## src/hw/rtl/fms_pkg.sv

```systemverilog
`default_nettype none

package fms_pkg;

    // request field widths
    localparam int FUNC_W = 2;
    localparam int ADDR_W = 14;
    localparam int GAP_W  = 8;

    // default address width kept by a start request
    localparam int ADDRESS_BITS_DEF = 14;

    // request function codes
    localparam logic [FUNC_W-1:0] FUNC_TICK  = 2'd0;
    localparam logic [FUNC_W-1:0] FUNC_START = 2'd1;
    localparam logic [FUNC_W-1:0] FUNC_STOP  = 2'd2;

    // framing
    localparam logic [7:0] SYNC_BYTE  = 8'h55;
    localparam logic [3:0] FRAME_BITS = 4'd10;
    localparam logic [3:0] STOP_POS   = 4'd9;
    localparam logic [1:0] LAST_BYTE  = 2'd3;

    localparam logic [GAP_W-1:0] GAP_RESET = 8'd10;

    typedef struct packed {
        logic [FUNC_W-1:0] func;
        logic [ADDR_W-1:0] address;
    } req_t;

    typedef struct packed {
        logic line_level;
        logic message_end;
    } rsp_t;

endpackage

`default_nettype wire

```

## src/hw/rtl/framed_message_serializer_core.sv

```systemverilog
// framed message serializer
// request channel: req_valid / req_stall / req_data carry a func code and an
// address. tick requests each send one bit time; start loads the message
// (sync 0x55, address high, address low, xor checksum) when not already
// sending; stop halts sending. only a tick produces a response.
// response channel: rsp_valid / rsp_stall / rsp_data carry the inverted pin
// level and a flag on the checksum byte's stop bit.
// gap_bits is written through cfg_wr_en / cfg_wr_data; the user must write it
// only while idle, the block itself does not enforce this.
// throughput: one request per cycle, except while a tick waits on a stalled
// response; the response register is loaded straight from the request register.
// reset: not sending, counters cleared, gap_bits = 10, both stages empty.
// stall: a stalled response holds; the request register keeps taking
// requests while it can pass them on, then raises req_stall.
`default_nettype none

module framed_message_serializer_core #(
    parameter int ADDRESS_BITS = fms_pkg::ADDRESS_BITS_DEF
) (
    input  wire logic                       clk,
    input  wire logic                       rst_n,
    input  wire logic                       cfg_wr_en,
    input  wire logic [fms_pkg::GAP_W-1:0]  cfg_wr_data,
    input  wire logic                       req_valid,
    output logic                            req_stall,
    input  wire fms_pkg::req_t              req_data,
    output logic                            rsp_valid,
    input  wire logic                       rsp_stall,
    output fms_pkg::rsp_t                   rsp_data
);

    // address bits kept from a start request
    localparam int KeepBits = (ADDRESS_BITS < fms_pkg::ADDR_W) ? ADDRESS_BITS : fms_pkg::ADDR_W;
    localparam logic [fms_pkg::ADDR_W-1:0] AddrMask =
        {fms_pkg::ADDR_W{1'b1}} >> (fms_pkg::ADDR_W - KeepBits);

    // request stage
    logic          req_valid_reg, req_valid_next;
    fms_pkg::req_t req_reg;

    // response stage
    logic          rsp_valid_reg, rsp_valid_next;
    fms_pkg::rsp_t rsp_reg, rsp_next;

    // sender state
    logic                      sending_reg, sending_next;
    logic [1:0]                byte_pos_reg, byte_pos_next;
    logic [3:0]                bit_pos_reg, bit_pos_next;
    logic [fms_pkg::GAP_W-1:0] gap_rem_reg, gap_rem_next;
    logic [fms_pkg::GAP_W-1:0] gap_bits_reg;

    // message bytes, sync byte is a constant
    logic [7:0] hi_reg, hi_next;
    logic [7:0] lo_reg, lo_next;
    logic [7:0] chk_reg, chk_next;

    logic                      is_tick;
    logic                      advance;
    logic                      take;
    logic [fms_pkg::ADDR_W-1:0] addr_masked;
    logic [7:0]                cur_byte;
    logic [3:0]                bit_idx;
    logic [3:0]                bit_pos_inc;
    logic                      cur_bit;
    logic                      last_bit;

    assign is_tick   = (req_reg.func == fms_pkg::FUNC_TICK);
    // a tick needs room in the response stage, other requests never wait
    assign advance   = req_valid_reg && (!is_tick || !rsp_valid_reg || !rsp_stall);
    assign req_stall = req_valid_reg && !advance;
    assign take      = req_valid && !req_stall;

    assign rsp_valid = rsp_valid_reg;
    assign rsp_data  = rsp_reg;

    assign addr_masked = req_reg.address & AddrMask;

    // byte on the line
    always_comb
    begin
        unique case (byte_pos_reg)
            2'd0:    cur_byte = fms_pkg::SYNC_BYTE;
            2'd1:    cur_byte = hi_reg;
            2'd2:    cur_byte = lo_reg;
            default: cur_byte = chk_reg;
        endcase
    end

    assign bit_idx     = bit_pos_reg - 4'd1;
    assign bit_pos_inc = bit_pos_reg + 4'd1;
    assign last_bit    = (byte_pos_reg == fms_pkg::LAST_BYTE) && (bit_pos_reg >= fms_pkg::STOP_POS);

    // logical bit: start bit low, data lsb first, stop bit high
    always_comb
    begin
        priority if (bit_pos_reg == 4'd0)
        begin
            cur_bit = 1'b0;
        end
        else if (bit_pos_reg >= fms_pkg::STOP_POS)
        begin
            cur_bit = 1'b1;
        end
        else
        begin
            cur_bit = cur_byte[bit_idx[2:0]];
        end
    end

    // next state for the request leaving the request stage
    always_comb
    begin
        sending_next  = sending_reg;
        byte_pos_next = byte_pos_reg;
        bit_pos_next  = bit_pos_reg;
        gap_rem_next  = gap_rem_reg;
        hi_next       = hi_reg;
        lo_next       = lo_reg;
        chk_next      = chk_reg;
        rsp_next      = rsp_reg;

        // response stage empties when taken
        rsp_valid_next = rsp_valid_reg && rsp_stall;

        if (advance)
        begin
            unique case (req_reg.func)
                fms_pkg::FUNC_START:
                begin
                    // ignored while a message is going out
                    if (!sending_reg)
                    begin
                        hi_next       = 8'(addr_masked >> 8);
                        lo_next       = addr_masked[7:0];
                        chk_next      = fms_pkg::SYNC_BYTE ^ 8'(addr_masked >> 8)
                                        ^ addr_masked[7:0];
                        byte_pos_next = 2'd0;
                        bit_pos_next  = 4'd0;
                        gap_rem_next  = '0;
                        sending_next  = 1'b1;
                    end
                end
                fms_pkg::FUNC_STOP:
                begin
                    sending_next = 1'b0;
                end
                fms_pkg::FUNC_TICK:
                begin
                    rsp_valid_next = 1'b1;
                    if (!sending_reg)
                    begin
                        // idle line
                        rsp_next.line_level  = 1'b0;
                        rsp_next.message_end = 1'b0;
                    end
                    else if (gap_rem_reg != '0)
                    begin
                        // inter-message gap
                        gap_rem_next         = gap_rem_reg - 1'b1;
                        rsp_next.line_level  = 1'b0;
                        rsp_next.message_end = 1'b0;
                    end
                    else
                    begin
                        // pin is inverted
                        rsp_next.line_level  = !cur_bit;
                        rsp_next.message_end = last_bit;
                        if (bit_pos_inc >= fms_pkg::FRAME_BITS)
                        begin
                            bit_pos_next = 4'd0;
                            if (byte_pos_reg == fms_pkg::LAST_BYTE)
                            begin
                                byte_pos_next = 2'd0;
                                gap_rem_next  = gap_bits_reg;
                            end
                            else
                            begin
                                byte_pos_next = byte_pos_reg + 2'd1;
                            end
                        end
                        else
                        begin
                            bit_pos_next = bit_pos_inc;
                        end
                    end
                end
                default:
                begin
                    // unused code, dropped
                end
            endcase
        end

        // request stage fills on accept, empties on advance
        if (take)
        begin
            req_valid_next = 1'b1;
        end
        else
        begin
            req_valid_next = req_valid_reg && !advance;
        end
    end

    // control state
    always_ff @(posedge clk or negedge rst_n)
    begin
        if (!rst_n)
        begin
            req_valid_reg <= 1'b0;
            rsp_valid_reg <= 1'b0;
            sending_reg   <= 1'b0;
            byte_pos_reg  <= 2'd0;
            bit_pos_reg   <= 4'd0;
            gap_rem_reg   <= '0;
            gap_bits_reg  <= fms_pkg::GAP_RESET;
        end
        else
        begin
            req_valid_reg <= req_valid_next;
            rsp_valid_reg <= rsp_valid_next;
            sending_reg   <= sending_next;
            byte_pos_reg  <= byte_pos_next;
            bit_pos_reg   <= bit_pos_next;
            gap_rem_reg   <= gap_rem_next;
            if (cfg_wr_en)
            begin
                gap_bits_reg <= cfg_wr_data;
            end
        end
    end

    // payload
    always_ff @(posedge clk)
    begin
        if (take)
        begin
            req_reg <= req_data;
        end
        rsp_reg <= rsp_next;
        hi_reg  <= hi_next;
        lo_reg  <= lo_next;
        chk_reg <= chk_next;
    end

endmodule

`default_nettype wire

```

## config.mk

```make
export PLATFORM = sky130hd
export DESIGN_NAME = framed_message_serializer_core
export DESIGN_NICKNAME = d
export VERILOG_FILES = /design/src/hw/rtl/fms_pkg.sv /design/src/hw/rtl/framed_message_serializer_core.sv
export SDC_FILE = /design/constraint.sdc
export NUM_CORES = 1
export LEC_CHECK = 0
export BUFFER_PORTS_ARGS = -buffer_cell sky130_fd_sc_hd__buf_4
export CAP_MARGIN = 20
export CORE_MARGIN = 8
export CORE_UTILIZATION = 55
export CTS_CLUSTER_DIAMETER = 30
export DETAILED_ROUTE_END_ITERATION = 10
export MAX_ROUTING_LAYER = met4
export PLACE_DENSITY = 0.75
export SETUP_SLACK_MARGIN = 0.3
export SYNTH_ARGS = -nofsm -noshare
export SYNTH_HDL_FRONTEND = slang
export SYNTH_SLANG_ARGS = --single-unit
export TNS_END_PERCENT = 50
```

## constraint.sdc

```tcl
create_clock -name clk -period 4.2 [get_ports clk]
set_input_delay 1.05 -clock clk [delete_from_list [all_inputs] [get_ports clk]]
set_output_delay 1.05 -clock clk [all_outputs]
set_load 0.01 [all_outputs]
```

==> reports/metrics.cfg, run 1 <==
[drt]
wl_per_cell_um=15.7
vias=1988
drt_iter0_drc=108
final_antenna_net_count=0
firstDrtPassIters=4
drt-total-wl_um=5530
drc=0
routed_via_density=5.65

[yosys]
synth-async-reset-ratio=0.391
yosysMostFrequentCell=edfxtp_1
syn_area_mm2=0.00308
synth_seq_cells=64
yosysTopAreaCell=edfxtp_1
synth-main-ff-cell=edfxtp_1
syn_inst=238
synth_top_area_share=0.381
synthTopCellsByCount=edfxtp_1, dfrtp_1, nand2_1
ys_seq_area_frac=0.585
yosys-top-cells-area=edfxtp_1, dfrtp_1, ha_1
ys_warn_count=0
synth_edf_count=39
ys_types=56
syn-num-nets=280
avgSynthCellArea_um2=12.9

[global_routing]
grt_pass1_vias=2060
gr-total-overflow=0
grtUsageTotal=0.149
antenna_found_initial=0
grt_max_degree=26
grt_pass1_wl_um=9500

[finish]
largest_reg_flops=14
antenna-diode-count=0
nets=318
layout.cells.non_filler=352
drive_above_1_share=0.254
final_area_mm2=0.00352
syn_to_final_growth_pct=14.4

[placement]
pre_cts_slack_ps=1610
placed_cells=337
dpl_cell_area_mm2=0.00337
dp_hpwl_um=3980
port_buffers=32
gp_congestion=0.835

[floorplan]
num_io_pins=33
die_h_um=90.8
start_util=0.565
die_area_mm2=0.00824
chipWidth_um=90.8
fp-row-count=27
core_area_mm2=0.00544

[clock_network]
post-cts-setup-buffers=0
numClockSinks=64
cts_hold_buffers=0
cts_root_buf=clkbuf_8
cts_tree=done
cts_buffers=9
cts_buffer_depth=2
clk_latency_ps=340
cts_resized=0
clk_pin_slew_ps=60
htreeDepth=3

[run]
drv_cap=0

[sta]
period_minus_slack_ps=2960
setup_tns_ps=0
skew_ps=7.30
clock.fmax_ghz=0.338
finalCritPeriodShare=0.704
grt_setup_unrepaired=false
setup_viol=0
whs_ps=429
maxSlewViolCount=0
tightest_slew_ps=686
hold_viol=0
relSlewSlack=0.543
fin_ws_ps=1240

[power]
leakage_nw=1.41
p_per_area_mw_per_mm2=518
ir_drop_mv=0.307

[worst_setup_path]
cp-start-kind=flip-flop
cp.required_ps=3150
crit_top_cell=inv_1
critPathKind=flip-flop to output pin
path_buf_inv=3
critPathMaxStageDelay_ps=600
critical-path-top-delay-family=adder cells
path_max_fanout=19
cp_slowest_cell=ha_1
arrival_ps=1910
cp_cell_sequence=inv_1 -> ha_1 -> nand4_1 -> inv_1 -> buf_4
crit_path_end_kind=output pin
r2r_slack_ps=1720

[min_path]
hp-class=flip-flop to flip-flop

[run_status]
status=finished clean

stage by stage:
step | util | total power, mW
2_1_floorplan | - | 1.29
3_3_place_gp | 0.619 | 1.39
3_5_place_dp | 0.619 | 1.41
4_1_cts | 0.647 | 1.83
5_1_grt | 0.647 | 1.94
6_report | 0.647 | 1.82
cell usage in the layout (no fill, tap or decap), types with 5 or more instances in the layout:
cell type / instances
ha_1: 13
dfrtp_1: 23
inv_1: 17
mux2_2: 10
o21ai_0: 13
nor3_1: 7
edfxtp_1: 39
o31ai_1: 5
nand2_1: 19
clkbuf_8: 9
nand4_1: 5
nor2_1: 8
buf_4: 33
a21oi_1: 7
cell type report:
type | instances | area, um2
Fill cell | 423 | 1920
Sequential cell | 64 | 1800
Inverter | 17 | 63.8
Clock buffer | 9 | 124
Clock inverter | 6 | 27.5
Tap cell | 72 | 90.1
Timing Repair Buffer | 33 | 248
Multi-Input combinational cell | 151 | 1160
per-layer routing:
| layer | GRT usage | share of wire | up-vias |
|---|---|---|---|
| li1 | - | - | 970 |
| met1 | 0.167 | 0.44 | 965 |
| met2 | 0.233 | 0.49 | 43 |
| met3 | 0.0640 | 0.050 | 10 |
| met4 | 0.0532 | 0.014 | 0 |
| met5 | - | 0 | - |
worst register-to-register path, cell delays in order (launching register included):
cell,delay [ps]
dfrtp_1,530
inv_1,180
ha_1,460
nor3_1,590
o311a_4,310
o31ai_1,90
a22o_2,210
report_power, final:
group          leakage, nW  switching [mW]  internal, mW
registers            0.676          0.0895         0.749
logic                0.656           0.308         0.260
clock network       0.0750           0.214         0.201
path summary, 6_finish.rpt:
kind	from	end	depth (start not counted)
max in group asynchronous	rst_n	gap_bits_reg[1]$_DFFE_PN1P_	1
max	req_reg[14]$_DFFE_PP_	req_stall	5
min in group asynchronous	rst_n	gap_bits_reg[2]$_DFFE_PN0P_	1
min reg2reg	addr_masked[7]$_DFFE_PP_	lo_reg[7]$_DFFE_PP_	0
min	addr_masked[7]$_DFFE_PP_	lo_reg[7]$_DFFE_PP_	0
max reg2reg	bit_pos_reg[0]$_DFFE_PN0P_	gap_rem_reg[3]$_DFFE_PN0P_	6
cell families after synthesis:
group,count (synthesis),share of synthesized area
flops,64,0.585
simple gates,61,0.112
compound gates,57,0.138
buf+inv,23,0.0378
fa+ha+maj,13,0.0529
mux,12,0.0484
xor+xnor,8,0.0252
Power figures use the tool's default switching activity.
==> run 2: changes to the inputs <==
clock period = 3.1 ns   (was 4.2 ns; I/O delays follow)
==> run 2 against run 1 <==
Net effect:
- routed wire length rose by 6.3%
- largest cell class unchanged
- utilization rose by 2.0 points
- combinational power rose by 40%
- critical endpoint is now rsp_data[1]$_SDFFCE_PP0P_
- sequential power rose by 35%
- count of clock-buffer cells in the layout did not move
- cell area rose by 3.0%
- critical path type is now flip-flop to flip-flop
==> reports/metrics.cfg, run 2 (synthesized netlist as in run 1, its figures left out) <==
[run_status]
status=finished clean  ; unchanged

[floorplan]
chipWidth_um=90.8  ; unchanged
core_area_mm2=0.00544  ; unchanged
start_util=0.565  ; unchanged
fp-row-count=27  ; unchanged
num_io_pins=33  ; unchanged
die_area_mm2=0.00824  ; unchanged
die_h_um=90.8  ; unchanged

[placement]
dp_hpwl_um=4110  ; was 3980 um
gp_congestion=0.862  ; was 0.835
port_buffers=32  ; unchanged

[finish]
syn_to_final_growth_pct=17.8  ; was 14.4%
nFillCells=388  ; was 423
mostFrequentLayoutCells=edfxtp_1, buf_4, dfrtp_1, nand2_1, inv_1  ; unchanged
antenna-diode-count=0  ; unchanged
mostFrequentLayoutCell=edfxtp_1  ; unchanged
largest_reg_flops=14  ; unchanged
nets=320  ; was 318
drive_above_1_share=0.272  ; was 0.254

[drt]
vias=2014  ; was 1988
wl_per_cell_um=16.6  ; was 15.7 um
routed_via_density=5.67  ; was 5.65
drt-total-wl_um=5880  ; was 5530 um
firstDrtPassIters=4  ; unchanged
final_antenna_net_count=0  ; unchanged
drc=0  ; unchanged
drt_iter0_drc=107  ; was 108

[power]
p_comb_frac=0.285  ; was 0.312
leakage_nw=1.46  ; was 1.41 nW
ir_drop_mv=0.549  ; was 0.307 mV
swShare=0.314  ; was 0.336
power_frac_seq=0.406  ; was 0.461
power_mw=2.79  ; was 1.82 mW
p_int_mw=1.92  ; was 1.21 mW
p_switching_uw=876  ; was 611 uW
clockPowerShare=0.309  ; was 0.228
p_per_area_mw_per_mm2=771  ; was 518 mW/mm2

[clock_network]
clk_latency_ps=340  ; about the same
cts_root_buf=clkbuf_8  ; unchanged
cts_resized=0  ; unchanged
cts_buffer_depth=2  ; unchanged
cts_hold_buffers=0  ; unchanged
htreeDepth=3  ; unchanged
post-cts-setup-buffers=0  ; unchanged
cts_buffers=9  ; unchanged
cts_tree=done  ; unchanged
numClockSinks=64  ; unchanged
clk_pin_slew_ps=70  ; was 60 ps

[min_path]
hp-class=input pin to async pin  ; was flip-flop to flip-flop

[sta]
tightest_slew_ps=683  ; was 686 ps
skew_ps=8.64  ; was 7.30 ps
setup_viol=0  ; unchanged
hold_viol=0  ; unchanged
grt_setup_unrepaired=false  ; unchanged
setup_tns_ps=0  ; unchanged
relSlewSlack=0.545  ; was 0.543
period_minus_slack_ps=2480
whs_ps=336  ; was 429 ps
maxSlewViolCount=0  ; unchanged
clock.fmax_ghz=0.404
finalCritPeriodShare=0.798

[worst_setup_path]
arrival_ps=2640  ; was 1910 ps
critical-path-top-delay-family=flip-flops  ; was adder cells
cp-start-kind=flip-flop  ; unchanged
cp_slowest_cell=dfrtp_1  ; was ha_1
critPathMaxStageDelay_ps=540  ; was 600 ps
path_max_fanout=9  ; was 19
cp.required_ps=3260  ; was 3150 ps
critPathKind=flip-flop to flip-flop  ; was flip-flop to output pin
crit_path_end_kind=flip-flop  ; was output pin
path_buf_inv=1  ; was 3
cp_cell_sequence=inv_1 -> ha_1 -> mux2_2 -> a221oi_1 -> a211oi_1 -> nor4_1  ; was inv_1 -> ha_1 -> nand4_1 -> inv_1 -> buf_4

[global_routing]
grt_max_degree=26  ; unchanged
grt_pass1_wl_um=9770  ; was 9500 um
gr-total-overflow=0  ; unchanged
grtUsageTotal=0.152  ; was 0.149
grt_pass1_vias=2058  ; was 2060
antenna_found_initial=0  ; unchanged

[run]
drv_cap=0  ; unchanged

-- run 2: final timing paths --
| kind | startpoint | endpoint | slack [ps] | cells after the start |
|---|---|---|---|---|
| min reg2reg | addr_masked[7]$_DFFE_PP_ | lo_reg[7]$_DFFE_PP_ | 410 | 0 |
| max | bit_pos_reg[0]$_DFFE_PN0P_ | rsp_data[1]$_SDFFCE_PP0P_ | 620 | 6 |
| min | rst_n | sending_reg$_DFFE_PN0P_ | 340 | 1 |
| max reg2reg | bit_pos_reg[0]$_DFFE_PN0P_ | rsp_data[1]$_SDFFCE_PP0P_ | 620 | 6 |
| min in group clk | addr_masked[7]$_DFFE_PP_ | lo_reg[7]$_DFFE_PP_ | 410 | 0 |
| max in group asynchronous | rst_n | gap_bits_reg[3]$_DFFE_PN1P_ | 2460 | 1 |
-- run 2: layout make-up --
class,instances,area (um2),share of cell area
tap,72,90.1,0.0249
sequential,64,1800,0.497
multi-input combinational,151,1160,0.321
timing repair buffer,35,263,0.0725
clock inverter,7,119,0.0328
inverter,17,63.8,0.0176
clock buffer,9,124,0.0342
-- run 2: metrics by stage --
stage	std cells	util	instance area (um2)	worst slack, ps
floorplan	238	-	3080	772
global placement	339	0.622	3380	795
detailed placement	339	0.622	3380	718
CTS	355	0.666	3620	708
global route	355	0.666	3620	385
finish	355	0.666	3620	625
-- run 2: worst register-to-register path: stages (launching register included) --
cell	delay [ps]
dfrtp_1	540
inv_1	170
ha_1	500
mux2_2	370
a221oi_1	370
a211oi_1	90
nor4_1	260
-- run 2: power groups by stage --
| stage | Combinational (mW) | Clock [mW] | Sequential, mW |
|---|---|---|---|
| floorplan | 0.629 | 0 | 1.11 |
| detailed placement | 0.781 | 0 | 1.15 |
| global route | 0.888 | 0.909 | 1.15 |
| global placement | 0.758 | 0 | 1.14 |
| CTS | 0.790 | 0.877 | 1.13 |
| finish | 0.796 | 0.864 | 1.13 |
-- run 2: per-layer routing --
layer  vias to the layer above  part of all wire  GRT usage
met5                         -                 0          -
met4                         0             0.019     0.0737
met3                        13             0.042     0.0424
met2                        55              0.49      0.243
met1                       969              0.45      0.172
li1                        977                 -          -
==> run 3: changes to the inputs <==
clock period = 2.4 ns   (was 3.1 ns; I/O delays follow)
==> run 3 against run 2 <==
Net effect:
- non-clock buffer count rose by 9
- highest routed layer unchanged
- final cell count rose by 2.5%
- critical endpoint is now gap_rem_reg[3]$_DFFE_PN0P_
- sequential share of layout area fell by 0.84 points
- first-iteration DRC count fell by 28%
- cell area rose by 1.7%
- utilization rose by 1.2 points
- die area did not move
==> reports/metrics.cfg, run 3 (synthesized netlist as in run 1, its figures left out) <==
[run_status]
status=finished clean  ; unchanged

[clock_network]
cts_tree=done  ; unchanged
htreeDepth=3  ; unchanged
numClockSinks=64  ; unchanged
cts_hold_buffers=0  ; unchanged
clk_pin_slew_ps=70  ; about the same
clk_latency_ps=330  ; was 340 ps
cts_root_buf=clkbuf_8  ; unchanged
cts_buffer_depth=2  ; unchanged
cts_buffers=9  ; unchanged

[floorplan]
fp-row-count=27  ; unchanged
start_util=0.565  ; unchanged
num_io_pins=33  ; unchanged
die_area_mm2=0.00824  ; unchanged
chipWidth_um=90.8  ; unchanged
core_area_mm2=0.00544  ; unchanged
die_h_um=90.8  ; unchanged

[global_routing]
gr-total-overflow=0  ; unchanged
grtUsageTotal=0.150  ; was 0.152
grt_max_degree=26  ; unchanged
antenna_found_initial=0  ; unchanged
grt_pass1_vias=2116  ; was 2058
grt_pass1_wl_um=9710  ; was 9770 um

[finish]
antenna-diode-count=0  ; unchanged
post-route-util=0.678  ; was 0.666
syn_to_final_growth_pct=19.9  ; was 17.8%
drive_above_1_share=0.318  ; was 0.272
nFillCells=391  ; was 388
mostFrequentLayoutCells=buf_4, edfxtp_1, dfrtp_1, nand2_1, inv_1  ; was edfxtp_1, buf_4, dfrtp_1, nand2_1, inv_1
nets=329  ; was 320
mostFrequentLayoutCell=buf_4  ; was edfxtp_1
largest_reg_flops=14  ; unchanged

[worst_setup_path]
cp.required_ps=2630  ; was 3260 ps
crit_path_end_kind=flip-flop  ; unchanged
path_max_fanout=8  ; was 9
arrival_ps=2240  ; was 2640 ps
critPathKind=flip-flop to flip-flop  ; unchanged
cp-start-kind=flip-flop  ; unchanged

[power]
p_int_mw=2.38  ; was 1.92 mW
ir_drop_mv=0.596  ; was 0.549 mV
power_frac_seq=0.414  ; was 0.406
p_comb_frac=0.337  ; was 0.285
p_per_area_mw_per_mm2=956  ; was 771 mW/mm2
p_switching_mw=1.14  ; was 876 uW
swShare=0.325  ; was 0.314
leakage_nw=1.48  ; was 1.46 nW
clockPowerShare=0.248  ; was 0.309

[placement]
gp_congestion=0.833  ; was 0.862
port_buffers=32  ; unchanged
dp_hpwl_um=4120  ; was 4110 um

[drt]
firstDrtPassIters=4  ; unchanged
drt-total-wl_um=5820  ; was 5880 um
drt_iter0_drc=77  ; was 107
routed_via_density=5.63  ; was 5.67
vias=2048  ; was 2014
wl_per_cell_um=16.0  ; was 16.6 um
final_antenna_net_count=0  ; unchanged
drc=0  ; unchanged

[min_path]
hp-class=input pin to async pin  ; unchanged

[sta]
setup_viol=0  ; unchanged
skew_ps=7.53  ; was 8.64 ps
grt_setup_unrepaired=false  ; unchanged
setup_tns_ps=0  ; unchanged
clock.fmax_ghz=0.498  ; was 0.404 GHz
maxSlewViolCount=0  ; unchanged
hold_viol=0  ; unchanged
period_minus_slack_ps=2010  ; was 2480 ps
finalCritPeriodShare=0.837  ; was 0.798
tightest_slew_ps=530  ; was 683 ps
relSlewSlack=0.647  ; was 0.545

[run]
drv_cap=0  ; unchanged

==> run 3: cell types whose count changed in the layout (fill, tap and decap cells not counted), sizes merged <==
cell,previous run,this run
clkinvlp,1,2
clkbuf,9,10
buf,35,44
inv,18,17
bufinv,3,1
clkinv,2,3
==> run 3: cell type report <==
class | instances | area, um2 | area share
clock buffers | 10 | 128 | 0.0346
clock inverters | 6 | 60.1 | 0.0163
repair buffers | 44 | 330 | 0.0896
inverters | 17 | 63.8 | 0.0173
well taps | 72 | 90.1 | 0.0244
flip-flops and latches | 64 | 1800 | 0.488
multi-input cells | 151 | 1210 | 0.330
==> run 3: power by group through the flow <==
stage	Clock, mW	Combinational [mW]	Sequential, mW
after floorplan	0	0.814	1.44
after global placement	0	1.03	1.46
after detailed placement	0	1.06	1.47
after CTS	0.891	1.07	1.45
after global routing	0.937	1.32	1.48
final	0.875	1.19	1.46
==> run 3: per-layer routing <==
metal  routed length (um)  GRT usage
met1                 2450      0.167
met2                 3020      0.245
met3                  273     0.0424
met5                    0          -
met4                   72     0.0655
==> run 3: worst max-delay path, cell delays in order (launching register included) <==
cell,delay [ps]
dfrtp_1,380
buf_4,170
ha_2,200
xor2_1,150
nor3_1,60
buf_4,150
o311a_4,350
nand2b_4,170
a22o_2,270
==> run 3: timing repair <==
item	in CTS	in global routing
endpoints found under the setup margin	2	15
gates resized for setup	1	8
pin swaps	0	3
buffers inserted	0	3
==> run 3: path summary, 6_finish.rpt <==
check / slack [ps] / startpoint / cells after the start / end
setup / recovery: 390 / bit_pos_reg[0]$_DFFE_PN0P_ / 8 / gap_rem_reg[3]$_DFFE_PN0P_
hold / removal: 160 / rst_n / 1 / gap_rem_reg[2]$_DFFE_PN0P_
setup reg to reg: 390 / bit_pos_reg[0]$_DFFE_PN0P_ / 8 / gap_rem_reg[3]$_DFFE_PN0P_
hold reg to reg: 440 / addr_masked[7]$_DFFE_PP_ / 0 / lo_reg[7]$_DFFE_PP_
max in group asynchronous: 1930 / rst_n / 1 / gap_bits_reg[1]$_DFFE_PN1P_
min in group clk: 440 / addr_masked[7]$_DFFE_PP_ / 0 / lo_reg[7]$_DFFE_PP_
==> run 3: through the flow <==
stage	hold WS (ps)	cell area (um2)	cells	worst slack [ps]	total power [mW]
4_1_cts	159	3620	361	303	3.41
2_1_floorplan	304	3090	238	254	2.26
5_1_grt	170	3690	364	277	3.74
3_3_place_gp	402	3430	345	326	2.49
6_report	164	3690	364	391	3.52
3_5_place_dp	427	3430	345	281	2.52
